File: src/design/psd_pkg.sv
`default_nettype none
// ----------------------------------------------------------------------------
// psd_pkg
// Types, constants and the level sequence table shared by the probe
// sequence detector modules.
// ----------------------------------------------------------------------------
package psd_pkg;

	localparam int CHANNELS = 4;
	localparam int CODE_W   = 16;
	localparam int CNT_W    = 4;
	localparam int DV_W     = 16;
	localparam int IDX_W    = 4;
	localparam int SEQ_LEN  = 11;

	localparam logic [CODE_W-1:0] MIDSCALE  = 16'h8000;
	localparam logic signed [11:0] SCALE_MUL = 12'sd1552;

	// configuration register indexes
	typedef enum logic [0:0] {
		CFG_ENABLE_MASK   = 1'b0,
		CFG_COUNTER_LIMIT = 1'b1
	} cfg_index_t;

	typedef struct packed {
		logic [CODE_W-1:0] sample_a;
		logic [CODE_W-1:0] sample_b;
		logic [CODE_W-1:0] sample_c;
		logic [CODE_W-1:0] sample_d;
	} in_beat_t;

	typedef struct packed {
		logic [CODE_W-1:0]   result_a;
		logic [CODE_W-1:0]   result_b;
		logic [CODE_W-1:0]   result_c;
		logic [CODE_W-1:0]   result_d;
		logic [CHANNELS-1:0] forced_mask;
		logic [7:0]          probe_level;
	} out_beat_t;

	// shared control from the top level to every lane
	typedef struct packed {
		logic             advance;
		logic [1:0]       step;
		logic [CNT_W-1:0] limit;
	} lane_ctl_t;

	// sequence step (1..3) at a given index; out-of-range reads entry 0
	function automatic logic [1:0] seq_step(input logic [IDX_W-1:0] idx);
		logic [1:0] s;
		begin
			case (idx)
				4'd0:    s = 2'd1;
				4'd1:    s = 2'd3;
				4'd2:    s = 2'd2;
				4'd3:    s = 2'd1;
				4'd4:    s = 2'd2;
				4'd5:    s = 2'd1;
				4'd6:    s = 2'd3;
				4'd7:    s = 2'd2;
				4'd8:    s = 2'd1;
				4'd9:    s = 2'd2;
				4'd10:   s = 2'd3;
				default: s = 2'd1;
			endcase
			return s;
		end
	endfunction

endpackage
`default_nettype wire

File: src/design/psd_lane.sv
`default_nettype none
// ----------------------------------------------------------------------------
// psd_lane
// One channel: window test of the scaled probe value, saturating match
// counter and midscale forcing.
// ----------------------------------------------------------------------------
module psd_lane
	import psd_pkg::*;
(
	input  wire logic                     clk,
	input  wire logic                     arst_n,
	input  wire lane_ctl_t                ctl,
	input  wire logic [CODE_W-1:0]        code,
	input  wire logic signed [DV_W-1:0]   dv,
	output logic      [CODE_W-1:0]        result,
	output logic                          forced
);

	logic [CNT_W-1:0]       cnt_q;
	logic [CNT_W-1:0]       cnt_nxt;
	logic [CNT_W:0]         cnt_inc;
	logic signed [DV_W-1:0] lo;
	logic signed [DV_W-1:0] hi;
	logic                   match;

	// window bounds (2*step -/+ 1) * 128
	always_comb begin
		lo = $signed({6'd0, ctl.step - 2'd1, 1'b1, 7'd0});
		hi = $signed({6'd0, ctl.step, 1'b1, 7'd0});
	end

	assign match   = (dv > lo) && (dv < hi);
	assign cnt_inc = {1'b0, cnt_q} + 5'd1;

	always_comb begin
		if (match) begin
			cnt_nxt = (cnt_inc < {1'b0, ctl.limit}) ? cnt_inc[CNT_W-1:0] : ctl.limit;
		end else begin
			cnt_nxt = (cnt_q != '0) ? cnt_q - 1'b1 : '0;
		end
	end

	always_ff @(posedge clk or negedge arst_n) begin
		if (!arst_n) begin
			cnt_q <= '0;
		end else if (ctl.advance) begin
			cnt_q <= cnt_nxt;
		end
	end

	assign forced = cnt_nxt > (ctl.limit >> 1);
	assign result = forced ? MIDSCALE : code;

endmodule
`default_nettype wire

File: src/design/probe_sequence_detector_top.sv
`default_nettype none
// ----------------------------------------------------------------------------
// probe_sequence_detector_top
// Probe sequence detector: per-frame window match against a fixed level
// sequence, with per-channel counters that force a channel to midscale.
// ----------------------------------------------------------------------------
// Usage:
//   in_valid/in_stall/in_data carry one frame of four offset-binary codes a
//   beat. out_valid/out_stall/out_data carry one result beat per frame: the
//   codes after disable or forcing, the forced mask and the next probe level.
//   cfg_write/cfg_index/cfg_data write enable_mask and counter_limit; write
//   them only while no frame is in flight.
//   A frame accepted into the input stage is registered and scaled there,
//   then tested and counted into the output register at the next advance.
//   Throughput is one frame per cycle while the receiver does not stall;
//   the only per-frame state (counters, step index) updates on each advance.
//   When the receiver stalls, the output register holds its beat and the
//   input stage still fills once, so one extra frame is taken before
//   in_stall rises.
//   Reset clears the counters and step index, sets enable_mask to all ones
//   and counter_limit to 10, and empties both stages.
// ----------------------------------------------------------------------------
module probe_sequence_detector_top
	import psd_pkg::*;
#(
	parameter int LEVEL_DIVISOR = 4
) (
	input  wire logic                 clk,
	input  wire logic                 arst_n,
	input  wire logic                 in_valid,
	output logic                      in_stall,
	input  wire in_beat_t             in_data,
	output logic                      out_valid,
	input  wire logic                 out_stall,
	output out_beat_t                 out_data,
	input  wire logic                 cfg_write,
	input  wire cfg_index_t           cfg_index,
	input  wire logic [CNT_W-1:0]     cfg_data
);

	localparam logic signed [DV_W-1:0] LD_S = DV_W'(LEVEL_DIVISOR);
	localparam int LVL1_I = (256 / LEVEL_DIVISOR > 255) ? 255 : 256 / LEVEL_DIVISOR;
	localparam int LVL2_I = (512 / LEVEL_DIVISOR > 255) ? 255 : 512 / LEVEL_DIVISOR;
	localparam int LVL3_I = (768 / LEVEL_DIVISOR > 255) ? 255 : 768 / LEVEL_DIVISOR;
	localparam logic [7:0] LVL1 = 8'(LVL1_I);
	localparam logic [7:0] LVL2 = 8'(LVL2_I);
	localparam logic [7:0] LVL3 = 8'(LVL3_I);

	logic [CHANNELS-1:0] enable_mask_q;
	logic [CNT_W-1:0]    counter_limit_q;
	logic [IDX_W-1:0]    step_q;
	logic [IDX_W-1:0]    step_nxt;

	logic                        valid_s1;
	logic [CODE_W-1:0]           code_s1 [CHANNELS];
	logic signed [DV_W-1:0]      dv_s1   [CHANNELS];

	logic                        out_valid_q;
	out_beat_t                   out_data_q;

	logic                        advance;
	logic                        in_accept;
	logic [CODE_W-1:0]           in_code  [CHANNELS];
	logic [CODE_W-1:0]           res_code [CHANNELS];
	logic [CHANNELS-1:0]         forced;
	lane_ctl_t                   ctl;
	logic [1:0]                  next_step;
	logic [7:0]                  level;

	// configuration
	always_ff @(posedge clk or negedge arst_n) begin
		if (!arst_n) begin
			enable_mask_q   <= '1;
			counter_limit_q <= 4'd10;
		end else if (cfg_write) begin
			unique case (cfg_index)
				CFG_ENABLE_MASK:   enable_mask_q   <= cfg_data;
				CFG_COUNTER_LIMIT: counter_limit_q <= cfg_data;
				default: ;
			endcase
		end
	end

	// handshake
	assign advance   = valid_s1 && (!out_valid_q || !out_stall);
	assign in_stall  = valid_s1 && !advance;
	assign in_accept = in_valid && !in_stall;

	assign in_code[0] = in_data.sample_a;
	assign in_code[1] = in_data.sample_b;
	assign in_code[2] = in_data.sample_c;
	assign in_code[3] = in_data.sample_d;

	// input stage: disable, then scale to the probe value times the divisor
	for (genvar ch = 0; ch < CHANNELS; ch++) begin : g_scale
		logic [CODE_W-1:0]        code_m;
		logic signed [CODE_W-1:0] centered;
		logic signed [27:0]       prod;
		logic signed [DV_W-1:0]   v_ext;

		always_comb begin
			code_m   = enable_mask_q[ch] ? in_code[ch] : MIDSCALE;
			centered = $signed({~code_m[CODE_W-1], code_m[CODE_W-2:0]});
			prod     = 28'(centered) * 28'(SCALE_MUL);
			// floor of prod / 2^16
			v_ext    = DV_W'($signed(prod[27:16]));
		end

		always_ff @(posedge clk) begin
			if (in_accept) begin
				code_s1[ch] <= code_m;
				dv_s1[ch]   <= DV_W'(v_ext * LD_S);
			end
		end
	end

	always_ff @(posedge clk or negedge arst_n) begin
		if (!arst_n) begin
			valid_s1 <= 1'b0;
		end else if (!in_stall) begin
			valid_s1 <= in_valid;
		end
	end

	// sequence
	assign step_nxt = (step_q >= IDX_W'(SEQ_LEN - 1)) ? '0 : step_q + 1'b1;

	always_ff @(posedge clk or negedge arst_n) begin
		if (!arst_n) begin
			step_q <= '0;
		end else if (advance) begin
			step_q <= step_nxt;
		end
	end

	assign next_step = seq_step(step_nxt);

	always_comb begin
		case (next_step)
			2'd2:    level = LVL2;
			2'd3:    level = LVL3;
			default: level = LVL1;
		endcase
	end

	assign ctl.advance = advance;
	assign ctl.step    = seq_step(step_q);
	assign ctl.limit   = counter_limit_q;

	for (genvar ch = 0; ch < CHANNELS; ch++) begin : g_lane
		psd_lane u_lane (
			.clk    (clk),
			.arst_n (arst_n),
			.ctl    (ctl),
			.code   (code_s1[ch]),
			.dv     (dv_s1[ch]),
			.result (res_code[ch]),
			.forced (forced[ch])
		);
	end

	// output register
	always_ff @(posedge clk or negedge arst_n) begin
		if (!arst_n) begin
			out_valid_q <= 1'b0;
		end else if (advance) begin
			out_valid_q <= 1'b1;
		end else if (!out_stall) begin
			out_valid_q <= 1'b0;
		end
	end

	always_ff @(posedge clk) begin
		if (advance) begin
			out_data_q.result_a    <= res_code[0];
			out_data_q.result_b    <= res_code[1];
			out_data_q.result_c    <= res_code[2];
			out_data_q.result_d    <= res_code[3];
			out_data_q.forced_mask <= forced;
			out_data_q.probe_level <= level;
		end
	end

	assign out_valid = out_valid_q;
	assign out_data  = out_data_q;

	a_step_range: assert property (@(posedge clk) disable iff (!arst_n)
		step_q <= IDX_W'(SEQ_LEN - 1))
		else $error("step index out of range");

	a_stall_needs_s1: assert property (@(posedge clk) disable iff (!arst_n)
		in_stall |-> (valid_s1 && out_valid_q && out_stall))
		else $error("input stalled without a blocked frame");

	a_advance_fills_out: assert property (@(posedge clk) disable iff (!arst_n)
		advance |=> out_valid_q)
		else $error("advanced frame did not reach the output register");

	a_step_moves: assert property (@(posedge clk) disable iff (!arst_n)
		!advance |=> $stable(step_q))
		else $error("step index moved without an advance");

endmodule
`default_nettype wire

File: config.mk
export PLATFORM = sky130hd
export DESIGN_NAME = probe_sequence_detector_top
export DESIGN_NICKNAME = d
export VERILOG_FILES = /design/src/design/psd_pkg.sv /design/src/design/psd_lane.sv /design/src/design/probe_sequence_detector_top.sv
export SDC_FILE = /design/constraint.sdc
export NUM_CORES = 1
export LEC_CHECK = 0
export BUFFER_PORTS_ARGS = -buffer_cell sky130_fd_sc_hd__clkbuf_2
export CORE_MARGIN = 2
export CORE_UTILIZATION = 45
export CTS_CLUSTER_SIZE = 24
export DETAILED_ROUTE_END_ITERATION = 8
export PLACE_DENSITY = 0.74
export SLEW_MARGIN = 20
export SYNTH_ARGS = -nofsm -noshare
export SYNTH_HDL_FRONTEND = slang
export SYNTH_SLANG_ARGS = --single-unit
File: constraint.sdc
create_clock -name clk -period 5.3 [get_ports clk]
set_input_delay 0.53 -clock clk [delete_from_list [all_inputs] [get_ports clk]]
set_output_delay 0.53 -clock clk [all_outputs]
set_load 0.02 [all_outputs]
==> impl_metrics.py <==
metrics = {
    "critical_path": {
        "reg2reg_from": "step_q[0]$_DFFE_PN0P_",
        "endpoint_kind": "flip-flop",
        "crit_chain": "inv_1 > ha_1 > nand2_1 > o21a_1 > inv_1 > ha_1 > o21ai_0 > o2111ai_2 > or3_1 > o21ai_0 > ha_1 > nor2b_1 > o21a_1 > o21ai_0 > o311a_4 > or2b_1",
        "cp-startpoint": "step_q[0]$_DFFE_PN0P_",
        "critPathLaunchType": "flip-flop",
        "cpMaxStageDelayCell": "or3_1",
        "crit_family": "compound AO/OA/AOI/OAI gates",
        "cp_data_arrival_time_ns": 4.92,
        "critical_path_required_ns": 5.57,
        "crit_path_max_fanout": 17,
        "worst-setup-path-type": "reg2reg",
        "cpPeakStageDelay_ns": 0.55,
        "critPathBufInv": 2,
    },
    "timing": {
        "fin_worst_skew_ns": 0.0120,
        "setup_violations": 0,
        "final-hold-violation-count": 0,
        "grt_setup_unrepaired": "no",
        "fin_crit_sh_pct": 87.8,
        "worst_pin_slew_ns": 1.02,
        "slew_violations": 0,
        "slew_headroom_pct": 31.9,
        "finalCriticalPeriod_ns": 4.65,
        "setup_tns_ns": 0,
        "fin_ws_ns": 0.645,
        "max_freq_mhz": 215,
    },
    "cells_and_area": {
        "multi_input_area_sq_mm": 0.00869,
        "nets": 2056,
        "diodes": 0,
        "area_growth_pct": 12.8,
        "seq_area_sq_mm": 0.00622,
        "design_area_sq_mm": 0.0182,
        "drive_above_1_share_pct": 13.5,
        "nFillCells": 3114,
    },
    "global_routing": {
        "use_met1_pct": 21.8,
        "grt_pass1_vias": 10600,
        "antenna_found_initial": 0,
        "grt_start_max_net_pins": 89,
        "grt_usage_pct": 16.2,
        "grt_pass1_wl_um": 50600,
        "busiest_layer": "met2",
        "grt_overflow": 0,
        "use_met3_pct": 1.97,
        "grt_use_met2_pct": 28.2,
    },
    "pwr": {
        "powerDensity_mw_per_mm2": 471,
        "p_leak_nw": 9.11,
        "peakVddDrop_mv": 0.196,
    },
    "die": {
        "die_w_um": 193,
        "placementRows": 69,
        "ios": 152,
        "fp.dieH_um": 193,
        "start_util_pct": 45.5,
        "die_area_sq_mm": 0.0373,
        "core-area_sq_mm": 0.0354,
    },
    "detailed_routing": {
        "routed_wl_um": 29900,
        "first_pass_iters": 6,
        "first_iter_violations": 539,
        "dr_total_vias": 10600,
        "routed_via_density": 5.03,
        "remaining_drc_errors": 0,
        "ant_nets": 0,
        "wl_per_cell_um": 14.2,
    },
    "clock_network": {
        "post-cts-setup-buffers": 0,
        "clock-sinks": 212,
        "clk_pin_slew_ns": 0.06,
        "clock_latency_ns": 0.52,
        "htreeDepth": 1,
        "postCtsHoldBufs": 0,
        "numCtsBuffers": 23,
        "clock-root-buffer": "clkbuf_16",
        "cts_buffer_depth": 3,
        "cts_tree": "yes",
        "cts_resized": 0,
    },
    "synth": {
        "netlist_area_sq_mm": 0.0161,
        "synth_commonest_cells": "ha_1 (289), inv_1 (281), edfxtp_1 (182), and2_1 (85), nand2_1 (67)",
        "postSynthAreaPerCell_sq_um": 10.8,
        "async_reset_ff_share_pct": 14.2,
        "syn_inst": 1489,
        "synth_area_leaders": "edfxtp_1 (34%), ha_1 (22%), fa_1 (7.3%)",
        "synthDistinctLibCells": 73,
        "synth_edf_count": 182,
        "seq_area_frac_synth_pct": 38.6,
        "synth_ff_type": "edfxtp_1",
        "yosysMostFrequentCell": "ha_1",
        "synth_top_area_cell": "edfxtp_1",
        "synth-seq-cells": 212,
        "yosys_warnings": 0,
        "synth_top_area_share_pct": 33.9,
    },
    "job": {
        "drv_cap": 0,
    },
    "placement": {
        "place.port_buffers": 145,
        "placed_cell_area_sq_mm": 0.0173,
        "post-place-ws_ns": 0.587,
        "gp_congestion": 0.855,
        "hpwlAfterDp_um": 23000,
    },
    "run_status": {
        "status": "completed",
    },
    "min_path": {
        "hp-class": "in2async",
    },
}
[cell families after synthesis]
family / after synthesis / synth area share [%]
adders and majority gates: 348 / 29.8
and+or+nand+nor: 344 / 11.1
buffers and inverters: 314 / 7.59
DFF: 212 / 38.6
AOI/OAI and AO/OA: 188 / 8.09
xor gates and xnor gates: 51 / 2.77
muxes: 31 / 2.02
other: 1 / 0.0233
[worst paths after layout]
| kind | end | slack, ns | depth (start not counted) |
|---|---|---|---|
| min in group clk | valid_s1$_DFFE_PN0N_ | 0.23 | 2 |
| min | counter_limit_q[2]$_DFFE_PN0P_ | 0.13 | 1 |
| max in group asynchronous | step_q[0]$_DFFE_PN0P_ | 4.61 | 1 |
| min reg2reg | out_valid$_DFFE_PN0P_ | 0.49 | 1 |
| max reg2reg | out_data[27]$_SDFFCE_PN1P_ | 0.65 | 16 |
| max | out_data[27]$_SDFFCE_PN1P_ | 0.65 | 16 |
[per-layer routing]
metal / share of wire (%) / up-vias / routed length (um)
met5: 0 / - / 0
met1: 46 / 5106 / 13800
met2: 50 / 133 / 14900
met4: 1.2 / 0 / 358
li1: - / 5357 / -
met3: 3.1 / 23 / 935
[cells in the final DEF, fill, tap and decap left out, drive strengths merged, types with 6 or more instances in the layout]
cell	count
xor2	16
o21a	21
bufinv	8
inv	282
conb	6
dfrtp	24
mux2	12
clkinv	6
nand2	67
xnor2	35
a21oi	40
nor2	63
ha	289
and2	94
clkbuf	170
nor2b	18
dfstp	6
nand2b	16
or3	11
a21o	13
nand3	21
o211ai	6
nor3	31
mux2i	19
edfxtp	182
o21ai	43
fa	59
[final cells by class]
type,instances,area share (%)
Clock inverter,15,1.53
Tap cell,461,3.17
Sequential cell,212,34.2
Inverter,282,5.85
Timing Repair Buffer,147,4.08
Clock buffer,26,3.28
Multi-Input combinational cell,968,47.8
[power breakdown]
part	total (mW)	switching (mW)	leakage [nW]	internal, mW
Sequential	2.70	0.269	2.14	2.43
Combinational	4.00	2.31	6.55	1.69
Clock	1.85	0.658	0.423	1.20
Total	8.55	3.24	9.11	5.31
[sequential cells by signal, indices dropped and copies added, names as in the netlist]
name / count
g_lane.u_lane.cnt_q: 16
enable_mask_q: 4
valid_s1: 1
out_data: 70
out_valid: 1
step_q: 4
code_s1: 64
counter_limit_q: 4
dv_s1: 48
[per-stage QoR]
stage | instances | hold slack [ns] | power [mW] | utilization [%]
2_1_floorplan | 1494 | 0.234 | 5.82 | -
3_3_place_gp | 2070 | 0.469 | 6.62 | 48.9
3_5_place_dp | 2070 | 0.487 | 6.77 | 48.9
4_1_cts | 2111 | 0.195 | 8.68 | 51.3
5_1_grt | 2111 | 0.191 | 9.31 | 51.3
6_report | 2111 | 0.130 | 8.55 | 51.3
(Power assumes the default switching activity.)
